File: src/mvlr_pkg.sv
// Shared types and constants for the motion vector line rasteriser.
// Used by mvlr_ctrl, mvlr_dp, the top level and the checker; no dependencies.
package mvlr_pkg;

  localparam int CFG_W  = 13;  // config write data, widest register
  localparam int FW_W   = 13;
  localparam int PS_W   = 7;
  localparam int VS_W   = 5;
  localparam int MV_W   = 12;
  localparam int PIX_W  = 16;
  localparam int OFS_W  = 7;   // clamped offset, +/-63 at most
  localparam int ERR_W  = 9;
  localparam int PROD_W = MV_W + VS_W + 1;  // signed motion times unsigned scale
  localparam int QUO_W  = PROD_W - 4;

  localparam int MAX_REACH_DEF       = 63;
  localparam int GRID_INDEX_BITS_DEF = 8;

  localparam logic [FW_W-1:0] FRAME_WIDTH_RST  = 13'd640;
  localparam logic [FW_W-1:0] FRAME_HEIGHT_RST = 13'd480;
  localparam logic [PS_W-1:0] TILE_EDGE_RST    = 7'd16;
  localparam logic [VS_W-1:0] VECTOR_SCALE_RST = 5'd5;

  typedef enum logic [1:0] {
    CFG_FRAME_WIDTH  = 2'd0,
    CFG_FRAME_HEIGHT = 2'd1,
    CFG_TILE_EDGE    = 2'd2,
    CFG_VECTOR_SCALE = 2'd3
  } cfg_idx_t;

  typedef struct packed {
    logic capture;  // latch input transaction
    logic scale;    // centres and scaled displacements
    logic setup;    // offsets, target, spans, error term
    logic emit;     // load one pixel into the output register and step
  } cmd_t;

  typedef struct packed {
    logic at_target;
    logic out_free;
  } sts_t;

endpackage

File: src/mvlr_ctrl.sv
// Sequencer for the rasteriser: idle, scale, setup, draw.
// Depends on mvlr_pkg for the command and status structs.
module mvlr_ctrl (
  input  logic           clk,
  input  logic           rst,
  input  logic           in_valid,
  output logic           in_stall,
  input  mvlr_pkg::sts_t sts,
  output mvlr_pkg::cmd_t cmd
);

  typedef enum logic [1:0] {
    ST_IDLE,
    ST_SCALE,
    ST_SETUP,
    ST_DRAW
  } state_t;

  state_t state;

  always_comb begin
    cmd         = '0;
    cmd.capture = (state == ST_IDLE) && in_valid && !rst;
    cmd.scale   = (state == ST_SCALE);
    cmd.setup   = (state == ST_SETUP);
    cmd.emit    = (state == ST_DRAW) && sts.out_free;
  end

  assign in_stall = rst || (state != ST_IDLE);

  always_ff @(posedge clk) begin
    if (rst) begin
      state <= ST_IDLE;
    end else begin
      unique case (state)
        ST_IDLE:  if (cmd.capture) state <= ST_SCALE;
        ST_SCALE: state <= ST_SETUP;
        ST_SETUP: state <= ST_DRAW;
        ST_DRAW:  if (cmd.emit && sts.at_target) state <= ST_IDLE;
        default:  state <= ST_IDLE;
      endcase
    end
  end

endmodule

File: src/mvlr_dp.sv
// Datapath: config registers, centre and offset arithmetic, Bresenham stepper
// and the output register. Depends on mvlr_pkg; driven by mvlr_ctrl.
module mvlr_dp #(
  parameter int MAX_REACH       = mvlr_pkg::MAX_REACH_DEF,
  parameter int GRID_INDEX_BITS = mvlr_pkg::GRID_INDEX_BITS_DEF
) (
  input  logic                               clk,
  input  logic                               rst,
  input  logic                               cfg_we,
  input  logic [1:0]                         cfg_index,
  input  logic [mvlr_pkg::CFG_W-1:0]         cfg_data,
  input  logic [GRID_INDEX_BITS-1:0]         patch_col,
  input  logic [GRID_INDEX_BITS-1:0]         patch_row,
  input  logic signed [mvlr_pkg::MV_W-1:0]   motion_x,
  input  logic signed [mvlr_pkg::MV_W-1:0]   motion_y,
  input  mvlr_pkg::cmd_t                     cmd,
  output mvlr_pkg::sts_t                     sts,
  input  logic                               out_stall,
  output logic                               out_valid,
  output logic signed [mvlr_pkg::PIX_W-1:0]  pixel_x,
  output logic signed [mvlr_pkg::PIX_W-1:0]  pixel_y,
  output logic                               inside_frame,
  output logic                               last_point
);

  localparam int CEN_W = GRID_INDEX_BITS + mvlr_pkg::PS_W;
  localparam int CW    = CEN_W + 2;  // centre plus signed offset
  localparam int CMP_W = (CW > mvlr_pkg::FW_W) ? CW : mvlr_pkg::FW_W;
  localparam logic signed [mvlr_pkg::QUO_W-1:0] REACH_POS = mvlr_pkg::QUO_W'(MAX_REACH);
  localparam logic signed [mvlr_pkg::QUO_W-1:0] REACH_NEG = -REACH_POS;

  logic [mvlr_pkg::FW_W-1:0] frame_width, frame_height;
  logic [mvlr_pkg::PS_W-1:0] tile_edge;
  logic [mvlr_pkg::VS_W-1:0] vector_scale;

  logic [GRID_INDEX_BITS-1:0]              col_q, row_q;
  logic signed [mvlr_pkg::MV_W-1:0]        mx_q, my_q;
  logic signed [mvlr_pkg::PROD_W-1:0]      prod_x, prod_y;
  logic signed [CW-1:0]                    cursor_x, cursor_y, target_x, target_y;
  logic [mvlr_pkg::OFS_W-1:0]              span_x, span_y;
  logic signed [mvlr_pkg::ERR_W-1:0]       error_term;
  logic                                    step_x_negative, step_y_negative;

  // config writes
  always_ff @(posedge clk) begin
    if (rst) begin
      frame_width  <= mvlr_pkg::FRAME_WIDTH_RST;
      frame_height <= mvlr_pkg::FRAME_HEIGHT_RST;
      tile_edge    <= mvlr_pkg::TILE_EDGE_RST;
      vector_scale <= mvlr_pkg::VECTOR_SCALE_RST;
    end else if (cfg_we) begin
      unique case (cfg_index)
        mvlr_pkg::CFG_FRAME_WIDTH:  frame_width  <= cfg_data;
        mvlr_pkg::CFG_FRAME_HEIGHT: frame_height <= cfg_data;
        mvlr_pkg::CFG_TILE_EDGE:    tile_edge    <= cfg_data[mvlr_pkg::PS_W-1:0];
        mvlr_pkg::CFG_VECTOR_SCALE: vector_scale <= cfg_data[mvlr_pkg::VS_W-1:0];
        default: ;
      endcase
    end
  end

  // centre = index * size + size/2
  function automatic logic [CEN_W-1:0] centre_of(input logic [GRID_INDEX_BITS-1:0] idx,
                                                 input logic [mvlr_pkg::PS_W-1:0] ps);
    logic [CEN_W-1:0] prod;
    prod = CEN_W'(idx) * CEN_W'(ps);
    return prod + CEN_W'(ps >> 1);
  endfunction

  // truncate toward zero on divide by 16, then clamp to the reach
  function automatic logic signed [mvlr_pkg::OFS_W-1:0] reach_of(
      input logic signed [mvlr_pkg::PROD_W-1:0] p);
    logic signed [mvlr_pkg::PROD_W-1:0] biased;
    logic signed [mvlr_pkg::QUO_W-1:0]  q;
    biased = p + (p[mvlr_pkg::PROD_W-1] ? mvlr_pkg::PROD_W'(15) : '0);
    q = mvlr_pkg::QUO_W'(biased >>> 4);
    if (q > REACH_POS) q = REACH_POS;
    if (q < REACH_NEG) q = REACH_NEG;
    return mvlr_pkg::OFS_W'(q);
  endfunction

  function automatic logic [mvlr_pkg::OFS_W-1:0] abs_of(
      input logic signed [mvlr_pkg::OFS_W-1:0] v);
    return v[mvlr_pkg::OFS_W-1] ? mvlr_pkg::OFS_W'(-v) : v;
  endfunction

  logic signed [mvlr_pkg::OFS_W-1:0] ox, oy;
  logic [mvlr_pkg::OFS_W-1:0]        sx_init, sy_init;
  logic signed [mvlr_pkg::ERR_W-1:0] err_init, err_next, e_sx, e_sy;
  logic                              move_x, move_y;

  assign ox      = reach_of(prod_x);
  assign oy      = reach_of(prod_y);
  assign sx_init = abs_of(ox);
  assign sy_init = abs_of(oy);
  assign err_init = (sx_init > sy_init) ? mvlr_pkg::ERR_W'(sx_init >> 1)
                                        : -mvlr_pkg::ERR_W'(sy_init >> 1);

  assign e_sx   = mvlr_pkg::ERR_W'(span_x);
  assign e_sy   = mvlr_pkg::ERR_W'(span_y);
  assign move_x = error_term > -e_sx;
  assign move_y = error_term < e_sy;
  assign err_next = error_term - (move_x ? e_sy : '0) + (move_y ? e_sx : '0);

  always_ff @(posedge clk) begin
    if (cmd.capture) begin
      col_q <= patch_col;
      row_q <= patch_row;
      mx_q  <= motion_x;
      my_q  <= motion_y;
    end
    if (cmd.scale) begin
      cursor_x <= CW'(centre_of(col_q, tile_edge));
      cursor_y <= CW'(centre_of(row_q, tile_edge));
      prod_x   <= mvlr_pkg::PROD_W'(mx_q) * $signed({1'b0, vector_scale});
      prod_y   <= mvlr_pkg::PROD_W'(my_q) * $signed({1'b0, vector_scale});
    end
    if (cmd.setup) begin
      target_x        <= cursor_x + CW'(ox);
      target_y        <= cursor_y + CW'(oy);
      span_x          <= sx_init;
      span_y          <= sy_init;
      step_x_negative <= !(ox > 0);
      step_y_negative <= !(oy > 0);
      error_term      <= err_init;
    end
    if (cmd.emit) begin
      pixel_x      <= mvlr_pkg::PIX_W'(cursor_x);
      pixel_y      <= mvlr_pkg::PIX_W'(cursor_y);
      inside_frame <= !cursor_x[CW-1] && !cursor_y[CW-1] &&
                      (CMP_W'($unsigned(cursor_x)) < CMP_W'(frame_width)) &&
                      (CMP_W'($unsigned(cursor_y)) < CMP_W'(frame_height));
      last_point   <= sts.at_target;
      error_term   <= err_next;
      if (move_x) cursor_x <= cursor_x + (step_x_negative ? {CW{1'b1}} : CW'(1));
      if (move_y) cursor_y <= cursor_y + (step_y_negative ? {CW{1'b1}} : CW'(1));
    end
  end

  always_ff @(posedge clk) begin
    if (rst) begin
      out_valid <= 1'b0;
    end else if (cmd.emit) begin
      out_valid <= 1'b1;
    end else if (!out_stall) begin
      out_valid <= 1'b0;
    end
  end

  assign sts.at_target = (cursor_x == target_x) && (cursor_y == target_y);
  assign sts.out_free  = !out_valid || !out_stall;

endmodule

File: src/motion_vector_line_rasterizer.sv
// Top level of the motion vector line rasteriser: sequencer plus datapath.
// Depends on mvlr_pkg, mvlr_ctrl and mvlr_dp.
//
//   channel  handshake            payload
//   in       in_valid / in_stall  patch_col, patch_row, motion_x, motion_y
//   out      out_valid/out_stall  pixel_x, pixel_y, inside_frame, last_point
//   cfg      cfg_we               cfg_index, cfg_data
//
// A vector passes through the accept cycle in idle, multiply, offset/target,
// then one pixel per cycle while out_stall does not hold the output register.
// The pixel stepper sets the pace.
// Synchronous active-high reset; in_stall is held high during reset.
// out_stall freezes the stepper while it holds a pixel in the output register; the last pixel
// may wait in the output register while the next transaction is accepted.
module motion_vector_line_rasterizer #(
  parameter int MAX_REACH       = mvlr_pkg::MAX_REACH_DEF,
  parameter int GRID_INDEX_BITS = mvlr_pkg::GRID_INDEX_BITS_DEF
) (
  input  logic                               clk,
  input  logic                               rst,
  input  logic                               cfg_we,
  input  logic [1:0]                         cfg_index,
  input  logic [mvlr_pkg::CFG_W-1:0]         cfg_data,
  input  logic                               in_valid,
  output logic                               in_stall,
  input  logic [GRID_INDEX_BITS-1:0]         patch_col,
  input  logic [GRID_INDEX_BITS-1:0]         patch_row,
  input  logic signed [mvlr_pkg::MV_W-1:0]   motion_x,
  input  logic signed [mvlr_pkg::MV_W-1:0]   motion_y,
  output logic                               out_valid,
  input  logic                               out_stall,
  output logic signed [mvlr_pkg::PIX_W-1:0]  pixel_x,
  output logic signed [mvlr_pkg::PIX_W-1:0]  pixel_y,
  output logic                               inside_frame,
  output logic                               last_point
);

  mvlr_pkg::cmd_t cmd;
  mvlr_pkg::sts_t sts;

  mvlr_ctrl u_ctrl (
    .clk      (clk),
    .rst      (rst),
    .in_valid (in_valid),
    .in_stall (in_stall),
    .sts      (sts),
    .cmd      (cmd)
  );

  mvlr_dp #(
    .MAX_REACH       (MAX_REACH),
    .GRID_INDEX_BITS (GRID_INDEX_BITS)
  ) u_dp (
    .clk          (clk),
    .rst          (rst),
    .cfg_we       (cfg_we),
    .cfg_index    (cfg_index),
    .cfg_data     (cfg_data),
    .patch_col    (patch_col),
    .patch_row    (patch_row),
    .motion_x     (motion_x),
    .motion_y     (motion_y),
    .cmd          (cmd),
    .sts          (sts),
    .out_stall    (out_stall),
    .out_valid    (out_valid),
    .pixel_x      (pixel_x),
    .pixel_y      (pixel_y),
    .inside_frame (inside_frame),
    .last_point   (last_point)
  );

endmodule

File: config.mk
export PLATFORM = sky130hd
export DESIGN_NAME = motion_vector_line_rasterizer
export DESIGN_NICKNAME = d
export VERILOG_FILES = /design/src/mvlr_pkg.sv /design/src/mvlr_ctrl.sv /design/src/mvlr_dp.sv /design/src/motion_vector_line_rasterizer.sv
export SDC_FILE = /design/constraint.sdc
export NUM_CORES = 1
export LEC_CHECK = 0
export ABC_AREA = 1
export BUFFER_PORTS_ARGS = -buffer_cell sky130_fd_sc_hd__buf_2
export CELL_PAD_IN_SITES_DETAIL_PLACEMENT = 1
export CELL_PAD_IN_SITES_GLOBAL_PLACEMENT = 1
export CORE_MARGIN = 8
export CORE_UTILIZATION = 53
export CTS_CLUSTER_DIAMETER = 100
export DETAILED_ROUTE_END_ITERATION = 8
export PLACE_DENSITY_LB_ADDON = 0.1
export SETUP_SLACK_MARGIN = 0.3
export SYNTH_ARGS = -nofsm -noshare
export SYNTH_HDL_FRONTEND = slang
export SYNTH_HIERARCHICAL = 1
export SYNTH_SLANG_ARGS = --single-unit
File: constraint.sdc
create_clock -name clk -period 9.1 [get_ports clk]
set_input_delay 0.455 -clock clk [delete_from_list [all_inputs] [get_ports clk]]
set_output_delay 0.455 -clock clk [all_outputs]
set_load 0.02 [all_outputs]
==> out/results.ini, run 1 <==
[outcome]
status=completed

[synthesis]
synth_xor_area_share_pct=5.83
synth_top_cells_by_count=nand2_1, inv_1, ha_1, edfxtp_1, a21oi_1
post_synth_fa_ha_maj_area_fraction_pct=29.0
synth-seq-cells=244
yosys_warnings=6
syn-num-nets=3111
post_synthesis_mux_area_share_pct=0
synthMostInstantiatedCell=nand2_1
ys_seq_area_share_pct=29.5
synth_top_family_by_area=adder cells
synth-edff-count=169
synth-simple-area-share_pct=17.2
synth_compound_area_share_pct=8.84
synth.top_cells.by_area=edfxtp_1, ha_1, fa_1
async_flop_share_pct=0
post_synth.cell_area_avg_um2=8.50
syn_area_mm2=0.0223
synth.top_cell.area_share_pct=22.7
cells_after_synth=2626
library_cell_occupying_the_most_area_in_the_post_synthesis_netlist=edfxtp_1
synth-main-ff-cell=edfxtp_1
distinct_cell_type_count_after_synthesis=57

[placed_design]
dp.cells=3221
gp_routability_congestion=0.860
cell_area_reported_after_detailed_placement_mm2=0.0234
detailedPlace.worstSlack_ns=3.55
port-buffer-count=95
place.detailed.hpwl_mm=49.7

[detailed_routing]
drt_pass1_iterations=7
wire_per_inst_um=19.0
post-route-drc-count=0
post_drt_via_cell_ratio=5.43
routed_wirelength_mm=62.2
postRouteAntennaNets=0
dr.first_iter.drc_count=898
route.met3.wl_mm=2.39
top_layer_used=met4
route.met2.wl_mm=31.4
detailroute.via_count=17800
route.layer.met1.wl_mm=26.9

[setup_path]
cp_data_arrival_time_ns=6.04
critical-path-slowest-cell=dfxtp_1
end_kind=flop
crit_type=flop to flop
worstPathRequired_ns=9.57
worst_setup_path_start_kind=flop
cpMostUsedCell=inv_1
cp_num_buf_inv=6
path_delay_family=adder cells
worst-path-max-fanout=19
slowest_delay_ns=0.83

[timing]
report.final.slew_viol_count=0
setup_viol=0
skew_ns=0.0209
slew_headroom_pct=17.1
totalNegativeSetupSlack_ns=0
final.period_utilization_pct=61.2
maxClockFrequency_ghz=0.179
final-hold-violation-count=0
final.setup.worst_slack_ns=3.53
rsz0062_at_grt=no
timing.final.crit_period_ns=5.57
tightest_slew_ns=1.24

[final_layout]
finalNonFillerCells=3277
num-fill-cells=5037
seqCellArea_mm2=0.00658
layout.cell_area.non_filler_mm2=0.0244
total_nets_final=3199
multiInputGateArea_mm2=0.0136
final_core_util_pct=58.4
layout-drive-gt1-share_pct=8.77
antenna_cells_inserted=0
syn2layout_area_growth_pct=9.17

[pwr]
pwr_density_cell_mw_per_mm2=354
ir_drop_mv=0.162
leakage_nw=12.8
p_int_mw=4.47
power.combinational.fraction_pct=59.7
p_clk_share_pct=14.0
seqPwrFrac_pct=26.3
total_switching_power_mw=4.17
sw_frac_of_total_pct=48.3

[clock_network]
cts_repair_resize_count=0
clock-sinks=244
cts_tree=built
cts_root_buf=clkbuf_16
postCtsSetupRepairBufs=0
cts.path.max_buffers=3
clock_network_latency_to_the_later_pin_of_the_worst_skew_pair_ns=0.58
cts.hold.buffers_added=0
clk_pin_slew_worst_paths_ns=0.06
cts_htree_levels=1
cts_bufs_inserted=30

[floorplanning]
fp-row-count=75
floorplan.die_area_mm2=0.0490
coreArea_mm2=0.0418
design.portCount=96
die_width_um=221
die_height_um=221
start_util_pct=53.5

[grt]
grt_first_pass_wirelength_mm=101
first_global_vias=19500
largest_net_degree_at_the_start_of_global_routing=57
overflow=0
grt.total_usage_pct=25.2
grt_antenna_before_repair=0

[flow_run]
cap_violations=0

[worst_hold_path]
worst_hold_path_class=input port to flop

-- cell usage in the layout (no fill, tap or decap), types with 20 or more instances in the layout --
cell	count
edfxtp_1	169
ha_1	268
o21ai_0	111
inv_1	505
nand4_1	20
clkbuf_16	31
fa_1	155
nand2_1	556
buf_2	95
a21oi_1	161
nor2_1	126
xor2_1	94
nand3_1	89
dfxtp_1	75
xnor2_1	49
-- worst reg2reg max path: cells and delay by family (launching register included) --
family / cells / cell delay (ns)
AOI/OAI and AO/OA: 8 / 1.55
buffers and inverters: 6 / 0.37
and+or+nand+nor: 6 / 0.59
DFF: 1 / 0.83
adders and majority gates: 5 / 2.11
-- final cells by class --
type | count | area share, %
Clock buffer | 36 | 3.30
Clock inverter | 20 | 0.775
Multi-Input combinational cell | 1808 | 55.8
Tap cell | 539 | 2.77
Sequential cell | 244 | 27.0
Inverter | 523 | 8.05
Timing Repair Buffer | 107 | 2.32
-- cells by family (layout without fill, tap and decap cells) --
| kind of cell | count (synthesis) | in the layout |
|---|---|---|
| DFF | 244 | 244 |
| adders and majority gates | 425 | 425 |
| buffers and inverters | 574 | 686 |
| and+or+nand+nor | 883 | 883 |
| xor gates and xnor gates | 146 | 146 |
| AOI/OAI and AO/OA | 354 | 354 |
-- routing by layer --
layer	vias to the layer above	global-route usage [%]
li1	8568	-
met2	310	45.7
met1	8810	31.2
met5	-	0
met4	0	6.91
met3	106	3.17
-- flip-flops by register name (all words and copies together) (netlist names), 16 cells and up --
register and cells:
u_dp/pixel_y 16, u_dp/pixel_x 16, u_dp/prod_x 18, u_dp/target_y 17
u_dp/cursor_y 17, u_dp/prod_y 18, u_dp/cursor_x 17, u_dp/target_x 17
-- power by group through the flow --
| stage | combinational [mW] | sequential, mW | clock, mW |
|---|---|---|---|
| finish | 5.15 | 2.27 | 1.21 |
| floorplan | 3.81 | 2.10 | 0 |
| detailed placement | 5.09 | 2.29 | 0 |
| global placement | 4.69 | 2.25 | 0 |
| CTS | 5.16 | 2.27 | 1.24 |
| global route | 5.79 | 2.31 | 1.28 |
-- final timing paths --
| kind | from | endpoint | slack [ns] | depth (start not counted) |
|---|---|---|---|---|
| setup reg to reg | u_dp/tile_edge[3]$_SDFFE_PP0P_ | u_dp/cursor_y[14]$_DFF_P_ | 3.53 | 25 |
| setup / recovery | u_dp/tile_edge[3]$_SDFFE_PP0P_ | u_dp/cursor_y[14]$_DFF_P_ | 3.53 | 25 |
| hold / removal | motion_y[10] | u_dp/my_q[10]$_DFFE_PP_ | 0.04 | 1 |
| hold reg to reg | u_dp/frame_width[4]$_SDFFE_PP0P_ | u_dp/frame_width[4]$_SDFFE_PP0P_ | 0.47 | 2 |
-- stage by stage --
stage	hold slack, ns	power, mW
4_1_cts	0.0106	8.66
2_1_floorplan	0.435	5.91
6_report	0.0407	8.63
3_5_place_dp	0.459	7.37
3_3_place_gp	0.449	6.94
5_1_grt	0.0173	9.38
(Power assumes the default switching activity.)
==> run 2: changes to the inputs <==
--- a/config.mk
+++ b/config.mk
@@ -5,12 +5,12 @@
 export SDC_FILE = /design/constraint.sdc
 export NUM_CORES = 1
 export LEC_CHECK = 0
-export ABC_AREA = 1
+export ABC_AREA = 0
 export BUFFER_PORTS_ARGS = -buffer_cell sky130_fd_sc_hd__buf_2
 export CELL_PAD_IN_SITES_DETAIL_PLACEMENT = 1
 export CELL_PAD_IN_SITES_GLOBAL_PLACEMENT = 1
 export CORE_MARGIN = 8
-export CORE_UTILIZATION = 53
+export CORE_UTILIZATION = 50
 export CTS_CLUSTER_DIAMETER = 100
 export DETAILED_ROUTE_END_ITERATION = 8
 export PLACE_DENSITY_LB_ADDON = 0.1
==> constraint.sdc (replaced) <==
create_clock -name clk -period 5.56 [get_ports clk]
set_input_delay 0.278 -clock clk [delete_from_list [all_inputs] [get_ports clk]]
set_output_delay 0.278 -clock clk [all_outputs]
set_load 0.02 [all_outputs]
==> run 2 against run 1 <==
Final cell count shrank 6.5%. Highest routed layer unchanged. Final area grew 3.8%. Via count shrank 4.5%.
==> out/results.ini, run 2 <==
[outcome]
status=completed

[synthesis]
synth_top_cells_by_count=inv_1, ha_1, nand2_1, edfxtp_1, fa_1
async_flop_share_pct=0  ; unchanged
distinct_cell_type_count_after_synthesis=91  ; +60%
post_synth.cell_area_avg_um2=9.74  ; +15%
yosys_warnings=6  ; unchanged
synthMostInstantiatedCell=inv_1
syn-num-nets=2761  ; -11%
synth-seq-cells=244  ; unchanged
syn_area_mm2=0.0222  ; -0.72%
ys_seq_area_share_pct=29.7  ; +0.21 points
synth-main-ff-cell=edfxtp_1
synth.top_cell.area_share_pct=22.9  ; +0.16 points
synth.top_cells.by_area=edfxtp_1, ha_1, fa_1
library_cell_occupying_the_most_area_in_the_post_synthesis_netlist=edfxtp_1
cells_after_synth=2276  ; -13%
synth-edff-count=169  ; unchanged

[floorplanning]
die_height_um=227  ; +2.4%
design.portCount=96  ; unchanged
floorplan.die_area_mm2=0.0513  ; +4.9%
fp-row-count=77  ; +2.7%
start_util_pct=50.3  ; -3.1 points
coreArea_mm2=0.0440  ; +5.4%
die_width_um=227  ; +2.4%

[grt]
first_global_vias=18500  ; -4.8%
grt_antenna_before_repair=0  ; unchanged
largest_net_degree_at_the_start_of_global_routing=62  ; +8.8%
grt.total_usage_pct=24.1  ; -1.1 points
overflow=0  ; unchanged
grt_first_pass_wirelength_mm=98.7  ; -2.4%

[detailed_routing]
routed_wirelength_mm=61.5  ; -1.2%
wire_per_inst_um=20.1  ; +5.7%
dr.first_iter.drc_count=720  ; -20%
postRouteAntennaNets=0  ; unchanged
post-route-drc-count=0  ; unchanged
drt_pass1_iterations=7  ; unchanged
detailroute.via_count=17000  ; -4.5%
post_drt_via_cell_ratio=5.54  ; +2.1%

[timing]
final.period_utilization_pct=91.0  ; +30 points
tightest_slew_ns=1.22  ; -0.0171 ns
setup_viol=0  ; unchanged
totalNegativeSetupSlack_ns=0  ; unchanged
slew_headroom_pct=18.0  ; +0.87 points
final-hold-violation-count=0  ; unchanged
finalHoldWorstSlack_ns=0.0419  ; +0.00117 ns
rsz0062_at_grt=yes
maxClockFrequency_ghz=0.198  ; +10%
timing.final.crit_period_ns=5.06  ; -0.512 ns
report.final.slew_viol_count=0  ; unchanged
skew_ns=0.0238  ; +0.00292 ns

[final_layout]
syn2layout_area_growth_pct=14.1
most-common-layout-cells=inv_1, ha_1, nand2_1
mostFrequentLayoutCell=inv_1
total_nets_final=2934  ; -8.3%
layout-drive-gt1-share_pct=11.1  ; +2.3 points
largestRegisters=u_dp/prod_x x18, u_dp/prod_y x18
num-fill-cells=4948  ; -1.8%
antenna_cells_inserted=0  ; unchanged

[worst_hold_path]
min_path_cells=3  ; +2
worst_hold_path_class=input port to flop
whs_endpoint=u_dp/frame_height[1]$_SDFFE_PP0P_
hold_start=cfg_data[1]

[flow_run]
cap_violations=0  ; unchanged

[pwr]
pwr_density_cell_mw_per_mm2=501  ; +41%
p_clk_share_pct=16.8  ; +2.8 points
leakage_nw=11.6  ; -9.0%
power.combinational.fraction_pct=56.1  ; -3.6 points
total_switching_power_mw=5.50  ; +32%
p_int_mw=7.18  ; +61%
sw_frac_of_total_pct=43.4  ; -4.9 points
seqPwrFrac_pct=27.1  ; +0.8 points
ir_drop_mv=0.400  ; +150%

[setup_path]
slowest_delay_ns=0.50  ; -0.33 ns
worst_setup_path_start_kind=flop
worstPathCellList=ha_1, nand3_2, a22oi_2, o21ai_1, nor2_1, a21oi_1, or2_2, ha_1, fa_1, a21o_1, a21oi_2, o21bai_1, a21oi_1, nor2b_1, o21a_1, o31a_1, o41ai_2, buf_4, o2111ai_1, a21oi_1, xnor2_1
worstPathRequired_ns=5.91  ; -3.66 ns
regToRegStartpoint=u_dp/prod_y[17]$_DFFE_PP_
end_kind=flop
worst_r2r_endpoint=u_dp/target_y[16]$_DFFE_PP_
regToRegSetupSlack_ns=0.50  ; -3.03 ns
crit_type=flop to flop
cp_data_arrival_time_ns=5.41  ; -0.63 ns
r2r.worst_path.cells=21  ; -16%
critical-path-slowest-cell=edfxtp_1
cpMostUsedCell=a21oi_1
worst-path-max-fanout=7  ; -12

[clock_network]
clock_network_latency_to_the_later_pin_of_the_worst_skew_pair_ns=0.60  ; +0.02 ns
cts_bufs_inserted=30  ; unchanged
clock-sinks=244  ; unchanged
cts.path.max_buffers=3  ; unchanged
clk_pin_slew_worst_paths_ns=0.06  ; about the same
cts_tree=built
cts_root_buf=clkbuf_16
cts_htree_levels=1  ; unchanged

[placed_design]
gp_routability_congestion=0.870  ; +1.1%
port-buffer-count=95  ; unchanged
place.detailed.hpwl_mm=47.5  ; -4.5%

[run 2: cell types whose count changed after synthesis, sizes merged, moves of 33 or more]
cell,change
a21o,+37
mux2i,+33
xnor2,+83
nand3,-65
and2,+139
inv,-222
xor2,-58
nand2,-345
o21ai,-70
[run 2: cell families (layout without fill, tap and decap cells)]
kind of cell / after synthesis / count (layout) / share of synthesized area [%]
adder cells (fa/ha/maj): 427 / 427 / 29.3
buffers and inverters: 350 / 547 / 5.99
flip-flops: 244 / 244 / 29.7
AND/OR/NAND/NOR: 661 / 661 / 14.8
XOR/XNOR: 171 / 171 / 6.82
multiplexers: 39 / 39 / 1.79
AO/OA/AOI/OAI: 384 / 384 / 11.6
[run 2: cell type report]
class,count,area [um2],share of cell area (%)
Clock buffer,36,816,3.22
Inverter,299,1120,4.44
Multi-Input combinational cell,1682,14400,57.1
Sequential cell,244,6590,26.0
Timing Repair Buffer,192,1340,5.28
Tap cell,592,741,2.93
Clock inverter,20,263,1.04
[run 2: what timing repair did]
item / 4_1_cts / 5_1_grt
hold endpoints to repair: 65 / 0
hold buffers: 53 / 0
resized for setup: 5 / 40
endpoints found under the setup margin: 9 / 26
pin swaps: 0 / 5
setup buffers: 0 / 11
[run 2: stage by stage]
step / cell area, um2 / worst slack [ns] / cells / utilization [%] / total power, mW
CTS: 25100 / 0.239 / 3054 / 57.0 / 12.6
floorplan: 22200 / 0.634 / 2276 / - / 8.36
finish: 25300 / 0.499 / 3065 / 57.5 / 12.7
global placement: 23500 / 0.390 / 2945 / 53.3 / 9.91
global route: 25300 / 0.173 / 3065 / 57.5 / 13.6
detailed placement: 23500 / 0.213 / 2945 / 53.3 / 10.3
[run 2: how the worst max path moves through the flow]
| stage | start | to | slack, ns |
|---|---|---|---|
| 6_report | u_dp/prod_y[17]$_DFFE_PP_ | u_dp/target_y[16]$_DFFE_PP_ | 0.50 |
| 5_1_grt | u_dp/prod_y[17]$_DFFE_PP_ | u_dp/target_y[16]$_DFFE_PP_ | 0.17 |
| 4_1_cts | u_dp/prod_y[17]$_DFFE_PP_ | u_dp/target_y[16]$_DFFE_PP_ | 0.24 |
| 3_5_place_dp | u_dp/prod_x[17]$_DFFE_PP_ | u_dp/target_x[15]$_DFFE_PP_ | 0.21 |
| 3_3_place_gp | u_dp/prod_x[17]$_DFFE_PP_ | u_dp/target_x[15]$_DFFE_PP_ | 0.39 |
| 2_1_floorplan | u_dp/prod_x[17]$_DFFE_PP_ | u_dp/target_x[15]$_DFFE_PP_ | 0.63 |
[run 2: worst max-delay path: cells and delay by family (launching register included)]
| family | cells | cell delay, ns |
|---|---|---|
| simple gates | 4 | 0.67 |
| flops | 1 | 0.50 |
| compound gates | 12 | 2.38 |
| buf+inv | 1 | 0.19 |
| xor+xnor | 1 | 0.08 |
| fa+ha+maj | 3 | 1.01 |
[run 2: metal layers]
layer  GRT usage (%)  vias to the layer above  share of wire, %
met5               0                        -                 0
met4            6.96                        0               2.9
met3            2.64                       95               2.9
met2            42.2                      249                49
met1            31.2                     8573                45
li1                -                     8073                 -
[run 2: power by group through the flow]
stage	Clock [mW]	Combinational, mW	Sequential, mW
after CTS	2.17	6.94	3.45
after detailed placement	0	6.79	3.48
after global placement	0	6.46	3.45
final	2.12	7.11	3.44
after global routing	2.23	7.92	3.50
after floorplan	0	5.20	3.16
